**src/hdl/dgls_pkg.sv**
```systemverilog
// types and constants shared by the depth-to-gray-level shader
// no dependencies
`default_nettype none
package dgls_pkg;
    localparam int RAYS_PER_PIXEL = 9;
    localparam int DIST_W = 32;
    localparam int QUOT_W = 17;
    localparam int SUM_W = 20;
    localparam logic [16:0] ONE_Q16 = 17'h10000;
    localparam logic [SUM_W-1:0] HALF_Q16 = 20'h08000;
    localparam logic signed [DIST_W-1:0] NEAR_RESET = 32'sh7FFFFFFF;

    localparam logic OP_LOAD = 1'b0;
    localparam logic OP_EMIT = 1'b1;

    localparam logic [1:0] CFG_FALLOFF_MIN = 2'd0;
    localparam logic [1:0] CFG_LEVEL_COUNT = 2'd1;
    localparam logic [1:0] CFG_PIXEL_COUNT = 2'd2;

    typedef struct packed {
        logic                     operation;
        logic signed [DIST_W-1:0] distance;
    } t_in_item;

    typedef struct packed {
        logic [7:0] level;
        logic       last_pixel;
    } t_out_item;
endpackage
`default_nettype wire

```
**src/hdl/dgls_div.sv**
```systemverilog
// bit-serial restoring divider: quotient of (num << 16) / den, num <= den
// depends on dgls_pkg
`default_nettype none
module dgls_div (
    input  wire                        i_clk,
    input  wire                        i_rst_n,
    input  wire                        i_start,
    input  wire [dgls_pkg::DIST_W-1:0] i_num,
    input  wire [dgls_pkg::DIST_W-1:0] i_den,
    output logic                       o_done,
    output logic [dgls_pkg::QUOT_W-1:0] o_quot
);
    import dgls_pkg::*;

    logic              r_busy;
    logic [4:0]        r_cnt;
    logic [DIST_W:0]   r_rem;
    logic [DIST_W-1:0] r_den;
    logic [DIST_W:0]   n_trial;
    logic              n_ge;

    // first step compares num itself, later steps the doubled remainder
    always_comb begin
        n_trial = (r_cnt == 5'd0) ? r_rem : {r_rem[DIST_W-1:0], 1'b0};
        n_ge = n_trial >= {1'b0, r_den};
    end

    always_ff @(posedge i_clk) begin
        if (!i_rst_n) begin
            r_busy <= 1'b0;
            r_cnt <= '0;
            o_done <= 1'b0;
        end else begin
            o_done <= r_busy && !i_start && (r_cnt == 5'(QUOT_W - 1));
            if (i_start) begin
                r_busy <= 1'b1;
                r_cnt <= '0;
            end else if (r_busy) begin
                r_cnt <= r_cnt + 5'd1;
                if (r_cnt == 5'(QUOT_W - 1)) begin
                    r_busy <= 1'b0;
                end
            end
        end
    end

    always_ff @(posedge i_clk) begin
        if (i_start) begin
            r_rem <= {1'b0, i_num};
            r_den <= i_den;
            o_quot <= '0;
        end else if (r_busy) begin
            r_rem <= n_ge ? (n_trial - {1'b0, r_den}) : n_trial;
            o_quot <= {o_quot[QUOT_W-2:0], n_ge};
        end
    end
endmodule
`default_nettype wire

```
**config.mk**
```make
export PLATFORM = sky130hd
export DESIGN_NAME = dgls_div
export DESIGN_NICKNAME = d
export VERILOG_FILES = /design/src/hdl/dgls_pkg.sv /design/src/hdl/dgls_div.sv
export SDC_FILE = /design/constraint.sdc
export NUM_CORES = 1
export LEC_CHECK = 0
export BUFFER_PORTS_ARGS = -buffer_cell sky130_fd_sc_hd__buf_4
export CELL_PAD_IN_SITES_DETAIL_PLACEMENT = 2
export CELL_PAD_IN_SITES_GLOBAL_PLACEMENT = 2
export CORE_MARGIN = 10
export CORE_UTILIZATION = 39
export DETAILED_ROUTE_END_ITERATION = 16
export GPL_TIMING_DRIVEN = 1
export MAX_ROUTING_LAYER = met4
export PLACE_DENSITY_LB_ADDON = 0.1
export SETUP_SLACK_MARGIN = 0.4
export SKIP_LAST_GASP = 1
export SLEW_MARGIN = 20
export SYNTH_ARGS = -nofsm -noshare
export SYNTH_HDL_FRONTEND = slang
export SYNTH_SLANG_ARGS = --single-unit
```
**constraint.sdc**
```tcl
create_clock -name i_clk -period 5.7 [get_ports i_clk]
set_input_delay 0.285 -clock i_clk [delete_from_list [all_inputs] [get_ports i_clk]]
set_output_delay 0.285 -clock i_clk [all_outputs]
set_load 0.05 [all_outputs]
```
==> impl_results.md, run 1 <==
- Outcome: finished, final reports clean
- Library cells used by synthesis: 54
- Core ar.: around 15000 µm²
- Max-cap violations: 0
- Detailed Route WL: approximately 18 mm
- Drt first-iter violations: roughly 210
- DP Cell Count: 853
- Post-DR wirelength/cell: 20.4 µm
- Full die area: roughly 20000 µm²
- Clock skew: roughly 0.0067 ns
- Initial Util: between 30% and 40%
- Crit-path leading delay family: simple AND/OR/NAND/NOR gates
- Critical path type: reg -> reg
- Grt total ovfl: 0
- RePlAce Congestion: roughly 0.84
- Clock latency on the worst-skew pair: approximately 0.36 ns
- Ys async rst share: 0%
- Die Wd: about 140 µm
- Data arrival, critical path: 4.92 ns
- Final net count: just under 800
- Largest net degree at the start of global routing: between 60 and 70
- Final number of setup-violating endpoints: 0
- CTS resizes: 0
- Netlist Area Pre-Place: 5780 µm²
- Clk sinks: roughly 90
- TNS Setup: 0 ns
- Clock network power share: a little over a fifth
- # rows: 44
- Most instantiated library cell after synthesis: nor2_1
- Max stage delay on crit path: 0.57 ns
- Worst relative slew slack: a little under two fifths
- Syn Inst Count: around 610
- Hold Vio Cnt, Final: 0
- GRT Total Usage: around 18%
- Top_reg_cell synth: edfxtp_1
- Setup Fix Bufs, Post-CTS: 0
- Mean post-synth cell area: 9.53 µm²
- Portion of total power attributed to sequential cells: a little under a third
- Pre-Repair DR Iteration Count: 4
- Htree depth: 3
- Worst hold slack: 0.102 ns
- Hold_buf cts: 0
- Post-DP HPWL: 12.7 mm
- Register area share after synthesis: a little over two fifths
- Vias per inst: approximately 5.5
- Worst Path Buf+Inv: 3
- Yosys top cell by area: edfxtp_1
- Endpoint class of the critical path: flip-flop
- Layout cell share with drive strength beyond 1: between 20% and 30%
- Fill cell count: ~1600
- Comb pwr share: a little under half
- Post-place instance area: approximately 6600 µm²
- CP required: just under 6 ns
- Cells along the critical path: inv_1 > ha_1 > nand2_1 > nor2_2 > buf_4 > mux2_2 > ha_1 > nand4_1 > nor4_1 > a31oi_1 > nand2_1 > nor3_1 > o21ai_4 > buf_4 > a21oi_1 > mux2_2
- Vias in the first global route: 5449
- Max Clock Freq: roughly 0.21 GHz
- DRT antenna net count: 0
- Layout area overhead: 18.7%
- TritonCTS buffer count: 9
- CTS tree: built
- Drt drc: 0
- Clock buffer depth: 2
- Yosys warnings: 0
- Yosys top cell area share: 33.2%
- Footprint of the multi-input gates: 3070 µm²
- IO Pins: 85
- Antenna violations before repair: 0
- Port Buffer Count: 84
- Number of synthesized flops with an enable pin: 64
- Slowest library cell on the worst path: nor2_2
- Clock slew at reported path FFs: around 0.08 ns
- Sw frac: approximately 41%
- Mapped Nets: slightly above 700
- Post-layout min period: around 4.8 ns
- Worst Hold Class: in -> reg
- Sw power: 1160 µW
- Pwr/cell area: ~410 nW/µm²
- Clock root buffer: clkbuf_16
- Tightest Pin Transition: about 0.94 ns
- Worst vdd ir: between 0.15 and 0.2 mV
- Critical Path Fanout Max: 23
- Finished Cell Area: 6860 µm²
- Synth area leaders: edfxtp_1 33%, dfxtp_1 8.7%, ha_1 7.4%, mux2_2 6.8%, a21oi_1 5.3%
- Ant diodes: 0
- Seq cells post-synth: ~90
- Via count: roughly 4800
- Synth cell count leaders: 70 x nor2_1, 64 x edfxtp_1, 61 x a21oi_1, 50 x nand2_1, 43 x inv_1
- Fin crit share: approximately 84%
- Die height: approximately 140 µm
- Lkg Pwr: about 0.0029 µW
- CP Launch Type: flip-flop
- First-pass GRT wire length: 29.0 mm
- Register Area: between 2000 and 2500 µm²
- Final std cells w/o fill: between 800 and 900
- Max-slew violation count: 0
- RSZ-0062 raised after global routing: no
- Internal power: between 1500 and 2000 µW
==> sequential cells by signal (all words and copies together) (netlist names) <==
name,count
o_done,1
o_quot,17
r_busy,1
r_cnt,5
r_den,32
r_rem,33
==> per-stage QoR <==
stage          setup WS [ns]  util [%]  power [µW]
2_1_floorplan           1.75         -        1850
3_3_place_gp            1.17      45.2        2120
3_5_place_dp           0.893      45.2        2200
4_1_cts                0.818      47.2        2840
5_1_grt                0.484      47.2        3030
6_report               0.884      47.2        2830
==> layout by cell type, fill, tap and decap left out, types with 9 or more instances in the layout <==
| cell type | count |
|---|---|
| buf_4 | 90 |
| nor2_1 | 70 |
| edfxtp_1 | 64 |
| a21oi_1 | 61 |
| nand2_1 | 49 |
| inv_1 | 43 |
| mux2_2 | 35 |
| ha_1 | 34 |
| o21ai_0 | 26 |
| mux2i_1 | 25 |
| dfxtp_1 | 25 |
| a21o_1 | 16 |
| xnor2_1 | 15 |
| nand4_1 | 12 |
| xor2_1 | 12 |
| o21ai_1 | 11 |
| clkbuf_16 | 9 |
==> power by group through the flow <==
stage / logic, µW / clock network, µW / registers (µW)
2_1_floorplan: 997 / 0 / 854
3_3_place_gp: 1250 / 0 / 869
3_5_place_dp: 1330 / 0 / 874
4_1_cts: 1360 / 623 / 859
5_1_grt: 1510 / 651 / 868
6_report: 1360 / 612 / 860
==> final cells by class <==
| cell class | instances | area share [%] |
|---|---|---|
| Clock buffer | 9 | 3.28 |
| Multi-Input combinational cell | 446 | 44.8 |
| Inverter | 44 | 2.41 |
| Timing Repair Buffer | 90 | 9.84 |
| Clock inverter | 7 | 1.04 |
| Tap cell | 184 | 3.35 |
| Sequential cell | 89 | 35.3 |
==> logic make-up (layout without fill, tap and decap cells) <==
kind of cell    Yosys count  count (layout)  synth area share [%]
buf+inv                  72             150                  5.00
xor+xnor                 27              27                  4.09
compound gates          152             152                  16.8
fa+ha+maj                35              35                  7.70
simple gates            172             172                  13.4
flops                    89              89                  41.9
mux                      60              60                  11.1
==> per-layer routing <==
| metal | GRT usage (%) | share of wire, % | vias up |
|---|---|---|---|
| met2 | 31.1 | 52 | 93 |
| met5 | - | 0 | - |
| li1 | - | - | 2320 |
| met1 | 21.4 | 43 | 2379 |
| met4 | 6.24 | 1.9 | 0 |
| met3 | 3.10 | 3.5 | 30 |
==> final timing paths <==
check / cells after the start / endpoint / start / slack (ns)
setup / recovery: 16 / r_rem[12] / r_cnt[0] / 0.88
hold / removal: 1 / r_den[24] / i_den[24] / 0.10
setup reg to reg: 16 / r_rem[12] / r_cnt[0] / 0.88
hold reg to reg: 2 / o_quot[16] / o_quot[16] / 0.51
No activity file was read; power rests on OpenSTA's default activity.
==> inputs of run 2 (changes only) <==
--- a/config.mk
+++ b/config.mk
@@ -9,7 +9,7 @@
 export CELL_PAD_IN_SITES_DETAIL_PLACEMENT = 2
 export CELL_PAD_IN_SITES_GLOBAL_PLACEMENT = 2
 export CORE_MARGIN = 10
-export CORE_UTILIZATION = 39
+export CORE_UTILIZATION = 36
 export DETAILED_ROUTE_END_ITERATION = 16
 export GPL_TIMING_DRIVEN = 1
 export MAX_ROUTING_LAYER = met4
==> constraint.sdc (replaced) <==
create_clock -name i_clk -period 4.8 [get_ports i_clk]
set_input_delay 0.24 -clock i_clk [delete_from_list [all_inputs] [get_ports i_clk]]
set_output_delay 0.24 -clock i_clk [all_outputs]
set_load 0.05 [all_outputs]
==> impl_results.md, run 2 (synthesis results as in run 1) <==
- CP Launch Type: flip-flop
- First-pass GRT wire length: 29.1 mm
- Worst Hold Class: in -> reg
- TNS Setup: 0 ns
- Layout cell share with drive strength beyond 1: around 23%
- Clock slew at reported path FFs: 0.07 ns
- Critical Path Fanout Max: 37
- Tightest Pin Transition: approximately 0.9 ns
- Worst hold path depth: 1
- Slowest library cell on the worst path: mux2_2
- Data arrival, critical path: about 4.3 ns
- Max-slew violation count: 0
- Hold path startpoint: i_den[18]
- Die height: around 150 µm
- RSZ-0062 raised after global routing: no
- Port Buffer Count: between 80 and 90
- Placement Setup Slack: 0.672 ns
- RePlAce Congestion: between 0.8 and 0.9
- Die Wd: ~150 µm
- Most common cell after layout, fill and taps aside: buf_4
- Endpoint class of the critical path: flip-flop
- Max Clock Freq: around 0.25 GHz
- Core ar.: approximately 16000 µm²
- Clk sinks: slightly below 90
- Largest register FFs: 33
- Largest net degree at the start of global routing: 67
- Drt drc: 0
- CTS tree: built
- Grt total ovfl: 0
- Post-layout min period: 4.04 ns
- Biggest registers after layout: r_rem (33), r_den (32), o_quot (17)
- Hold Path Sink: r_den[18]
- Pwr/cell area: 487 nW/µm²
- Final number of setup-violating endpoints: 0
- GRT Total Usage: between 15 and 20%
- CP dominant cell by count: ha_1
- Clock skew: between 0.01 and 0.015 ns
- CP required: ~5 ns
- Vias per inst: ~5.2
- Antenna violations before repair: 0
- RR Endpoint: r_rem[28]
- Clock buffer depth: 2
- R2r setup slk: approximately 0.76 ns
- Max-cap violations: 0
- Clock latency on the worst-skew pair: 0.35 ns
- Reg2reg path depth: 16
- # rows: 46
- TritonCTS buffer count: 9
- IO Pins: 85
- Ant diodes: 0
- Layout area overhead: 20.4%
- Final net count: 783
- Final Worst Setup Slack: around 0.76 ns
- Initial Util: a little over a third
- Htree depth: 3
- Vias in the first global route: about 5500
- Hold Vio Cnt, Final: 0
- Via count: ~4700
- Critical path type: reg -> reg
- Worst relative slew slack: between 30% and 40%
- Lkg Pwr: around 0.0030 µW
- Reg2reg start: r_cnt[0]
- Detailed Route WL: 17.1 mm
- Clock root buffer: clkbuf_16
- Commonest non-fill, non-tap cells in the layout: 89 x buf_4, 70 x nor2_1, 64 x edfxtp_1, 61 x a21oi_1, 49 x nand2_1
- Pre-Repair DR Iteration Count: 4
- Max stage delay on crit path: 0.38 ns
- Drt first-iter violations: approximately 190
- DRT antenna net count: 0
- Worst vdd ir: 0.194 mV
- Cells along the critical path: inv_1 > ha_1 > nand2_1 > nor2_2 > buf_12 > mux2_2 > ha_1 > nor2b_2 > o31ai_1 > a21oi_1 > o21ai_2 > a211oi_4 > a311oi_2 > or3_1 > a311oi_1 > a21o_1
- Fin crit share: a little over four fifths
- Hold_buf cts: 0
- Post-DP HPWL: around 13 mm
- Post-DR wirelength/cell: 19.0 µm
- Full die area: approximately 22000 µm²
- Outcome: finished, final reports clean
- Most flops, register: r_rem
run 2: cell types whose count changed in the layout (fill, tap and decap cells not counted), sizes merged:
| cell | before | now |
|---|---|---|
| bufinv | 0 | 1 |
| buf | 90 | 91 |
| inv | 48 | 44 |
| clkinv | 3 | 2 |
| clkbuf | 9 | 13 |
run 2: where the power goes:
| group | total [µW] | internal [µW] | switching, µW |
|---|---|---|---|
| Combinational | 1610 | 669 | 937 |
| Sequential | 1020 | 965 | 56.4 |
| Clock | 765 | 450 | 315 |
run 2: repair_timing:
action,CTS,global route
setup endpoints to repair,0,20
buffers inserted,0,2
resized for setup,0,5
endpoints found under the hold margin,0,0
run 2: worst max path at each step:
stage / to / startpoint / slack, ns / depth (start not counted)
finish: r_rem[28] / r_cnt[0] / 0.76 / 16
global route: r_rem[28] / r_cnt[0] / 0.41 / 17
CTS: r_rem[12] / r_cnt[0] / 0.62 / 16
detailed placement: r_rem[12] / r_cnt[0] / 0.67 / 16
global placement: r_rem[17] / r_cnt[0] / 0.78 / 17
floorplan: r_rem[30] / r_cnt[0] / 0.85 / 16
run 2: through the flow:
stage | utilization, % | instances | power, µW | hold slack [ns] | instance area (µm²)
6_report | 44.0 | 902 | 3390 | 0.0594 | 6960
5_1_grt | 44.0 | 902 | 3660 | 0.0450 | 6960
3_3_place_gp | 41.8 | 884 | 2540 | 0.418 | 6610
4_1_cts | 43.8 | 900 | 3400 | 0.0475 | 6930
3_5_place_dp | 41.8 | 884 | 2610 | 0.419 | 6610
2_1_floorplan | - | 607 | 2200 | 0.339 | 5780
run 2: worst max-delay path, delay by kind of cell, from the launching register on:
family,cells,cell delay [ns]
DFF,1,0.35
muxes,1,0.38
adders and majority gates,2,0.52
AOI/OAI and AO/OA,7,1.54
and+or+nand+nor,4,0.80
buffers and inverters,2,0.31
run 2: final cells by class:
cell class                 instances  area (µm²)
sequential                        89        2420
multi-input combinational        446        3080
tap                              216         270
inverter                          44         165
clock buffer                      13         270
clock inverter                     3        47.5
timing repair buffer              91         703
fill                            1743        8870
run 2: metal layers:
layer | vias up | global-route usage (%) | wire length [µm]
met3 | 8 | 2.67 | 348
met1 | 2339 | 20.1 | 7960
met4 | 0 | 4.00 | 146
li1 | 2313 | - | -
met2 | 56 | 29.0 | 8690
met5 | - | - | 0
==> inputs of run 3 (changes only) <==
--- a/config.mk
+++ b/config.mk
@@ -5,11 +5,12 @@
 export SDC_FILE = /design/constraint.sdc
 export NUM_CORES = 1
 export LEC_CHECK = 0
+export ABC_AREA = 1
 export BUFFER_PORTS_ARGS = -buffer_cell sky130_fd_sc_hd__buf_4
 export CELL_PAD_IN_SITES_DETAIL_PLACEMENT = 2
 export CELL_PAD_IN_SITES_GLOBAL_PLACEMENT = 2
 export CORE_MARGIN = 10
-export CORE_UTILIZATION = 36
+export CORE_UTILIZATION = 33
 export DETAILED_ROUTE_END_ITERATION = 16
 export GPL_TIMING_DRIVEN = 1
 export MAX_ROUTING_LAYER = met4
==> constraint.sdc (replaced) <==
create_clock -name i_clk -period 3.8 [get_ports i_clk]
set_input_delay 0.19 -clock i_clk [delete_from_list [all_inputs] [get_ports i_clk]]
set_output_delay 0.19 -clock i_clk [all_outputs]
set_load 0.05 [all_outputs]
==> impl_results.md, run 3 <==
- Outcome: finished, final reports clean
- Most flops, register: r_rem
- Post-layout min period: ~3.4 ns
- CTS tree: built
- Drt first-iter violations: between 400 and 500
- Hold path startpoint: i_den[1]
- Port Buffer Count: 84
- Hold Path Sink: r_den[1]
- CP required: between 3 and 4 ns
- First-pass GRT wire length: between 40 and 50 mm
- IO Pins: between 80 and 90
- Endpoint class of the critical path: flip-flop
- Most instantiated library cell after synthesis: nand2_1
- R2r setup slk: ~0.37 ns
- Via count: ~7500
- Layout area overhead: 34.5%
- Sw frac: between 40% and 50%
- Clock skew: approximately 0.015 ns
- Worst Path Buf+Inv: 6
- Comb pwr share: between 50% and 60%
- Pwr/cell area: ~580 nW/µm²
- Yosys top cell area share: 28.0%
- Antenna violations before repair: 0
- Yosys warnings: 0
- Full die area: approximately 27000 µm²
- # rows: 52
- Drt drc: 0
- Grt total ovfl: 0
- Sw power: approximately 2600 µW
- Top_reg_cell synth: edfxtp_1
- Largest register FFs: 33
- Htree depth: 3
- Pre-Repair DR Iteration Count: 5
- Critical Path Fanout Max: 8
- Lkg Pwr: about 0.0046 µW
- Synth area leaders: edfxtp_1 28%, nand2_1 23%, inv_1 11%, dfxtp_1 7.3%, ha_1 6.2%
- Max Clock Freq: a little under 0.3 GHz
- Biggest registers after layout: r_rem (33), r_den (32), o_quot (17)
- Fin crit share: between 90 and 100%
- Ant diodes: 0
- Register area share after synthesis: a little over a third
- TritonCTS buffer count: 9
- Post-DR wirelength/cell: approximately 23 µm
- Hold Vio Cnt, Final: 0
- Clock slew at reported path FFs: 0.08 ns
- Core ar.: a little over 20000 µm²
- Die height: ~160 µm
- DRT antenna net count: 0
- Synth cell count leaders: 427 x nand2_1, 201 x inv_1, 64 x edfxtp_1, 63 x nand3_1, 48 x nor2_1
- Syn Inst Count: about 1000
- Reg2reg path depth: 19
- RePlAce Congestion: 0.842
- Commonest non-fill, non-tap cells in the layout: 402 x nand2_1, 197 x inv_1, 106 x buf_4, 64 x edfxtp_1, 59 x nand3_1
- Die Wd: ~160 µm
- CP dominant cell by count: nand2_1
- Yosys top cell by area: edfxtp_1
- Mean post-synth cell area: 6.62 µm²
- Worst hold path depth: 1
- Layout cell share with drive strength beyond 1: about a fifth
- Max stage delay on crit path: between 0.3 and 0.4 ns
- Clock root buffer: clkbuf_16
- TNS Setup: 0 ns
- Worst hold slack: just under 0.0008 ns
- GRT Total Usage: between 20% and 30%
- Worst vdd ir: between 0.15 and 0.2 mV
- CP Launch Type: flip-flop
- Mapped Nets: approximately 1100
- Critical path type: reg -> reg
- Most common cell after layout, fill and taps aside: nand2_1
- Seq cells post-synth: ~90
- Data arrival, critical path: 3.54 ns
- RSZ-0062 raised after global routing: yes
- Post-DP HPWL: ~22 mm
- Clock network power share: 18.1%
- Tightest Pin Transition: ~0.89 ns
- Initial Util: roughly a third
- Vias per inst: roughly 5.2
- Clk sinks: just under 90
- Max-cap violations: 0
- Largest net degree at the start of global routing: between 70 and 80
- Slowest library cell on the worst path: dfxtp_2
- Number of synthesized flops with an enable pin: 64
- Cells along the critical path: inv_2 > ha_4 > nand3_4 > inv_4 > buf_4 > o21ai_1 > ha_1 > nand2_2 > nor2_4 > inv_1 > nor2_2 > nand2_2 > inv_1 > nand3_4 > buf_12 > nand3_1 > nand2_1 > nand2_1 > nand2_1
- Reg2reg start: r_cnt[1]
- Max-slew violation count: 0
- Netlist Area Pre-Place: roughly 7000 µm²
- Portion of total power attributed to sequential cells: a little under a quarter
- Fill cell count: 2416
- Crit-path leading delay family: simple AND/OR/NAND/NOR gates
- Internal power: ~2700 µW
- RR Endpoint: r_rem[26]
- Detailed Route WL: between 30 and 40 mm
- Library cells used by synthesis: 37
- Vias in the first global route: between 7000 and 8000
- Worst Hold Class: in -> reg
- Ys async rst share: 0%
- Final net count: 1274
- Clock latency on the worst-skew pair: between 0.3 and 0.4 ns
- Clock buffer depth: 2
- Final number of setup-violating endpoints: 0
- Worst relative slew slack: 40.5%
-- run 3: cell count changes in the layout (fill, tap and decap cells not counted), sizes merged, moves of 22 or more --
cell | previous run | this run
mux2 | 35 | 0
nand3 | 5 | 67
a21oi | 62 | 21
dlygate4sd3 | 0 | 29
nand2 | 50 | 431
inv | 44 | 207
mux2i | 25 | 0
nand3b | 0 | 25
buf | 91 | 113
-- run 3: logic make-up (layout without fill, tap and decap cells) --
family,Yosys count,in the layout,synth area share [%]
flops,89,89,35.3
xor+xnor,18,18,2.30
buf+inv,228,367,13.1
fa+ha+maj,35,35,6.48
simple gates,598,599,37.3
compound gates,69,69,5.57
-- run 3: how the worst max path moves through the flow --
stage,from,end,slack (ns),depth (start not counted)
final,r_cnt[1],r_rem[26],0.37,19
after global routing,r_cnt[1],r_rem[26],0.22,19
after CTS,r_cnt[1],r_rem[26],0.40,17
after detailed placement,r_cnt[1],r_rem[28],0.06,18
after global placement,r_cnt[1],r_rem[28],0.12,18
after floorplan,r_cnt[1],r_rem[16],0.92,17
-- run 3: power by group through the flow --
stage / logic, µW / registers, µW / clock network, µW
after CTS: 2650 / 1250 / 970
final: 3120 / 1260 / 967
after global placement: 2300 / 1270 / 0
after global routing: 3370 / 1270 / 1010
after floorplan: 1590 / 1260 / 0
after detailed placement: 2390 / 1270 / 0
-- run 3: area by class of cell --
class	count	area, µm²	share of cell area (%)
flip-flops and latches	89	2420	26.3
inverters	204	768	8.32
multi-input cells	721	4080	44.2
clock buffers	9	225	2.44
clock inverters	7	70.1	0.759
well taps	270	338	3.66
repair buffers	147	1330	14.4
-- run 3: repair_timing --
item,CTS,global route
setup endpoints to repair,34,34
pin swaps,8,14
endpoints found under the hold margin,28,1
gates resized for setup,46,92
hold buffers,28,1
setup buffers,9,9
cloned,2,3
-- run 3: per-stage QoR --
| step | std cells | setup slack, ns | instance area (µm²) | total power, µW | util [%] |
|---|---|---|---|---|---|
| after CTS | 1434 | 0.402 | 8710 | 4870 | 42.8 |
| after floorplan | 1037 | 0.922 | 6870 | 2850 | - |
| after global placement | 1379 | 0.118 | 7830 | 3570 | 38.5 |
| after detailed placement | 1379 | 0.0573 | 7830 | 3660 | 38.5 |
| final | 1447 | 0.374 | 9240 | 5350 | 45.4 |
| after global routing | 1447 | 0.221 | 9240 | 5650 | 45.4 |
-- run 3: routing by layer --
layer,routed length (µm),global-route usage [%]
met1,14300,28.5
met2,16200,35.1
met3,1890,3.73
met4,500,4.63
met5,0,-
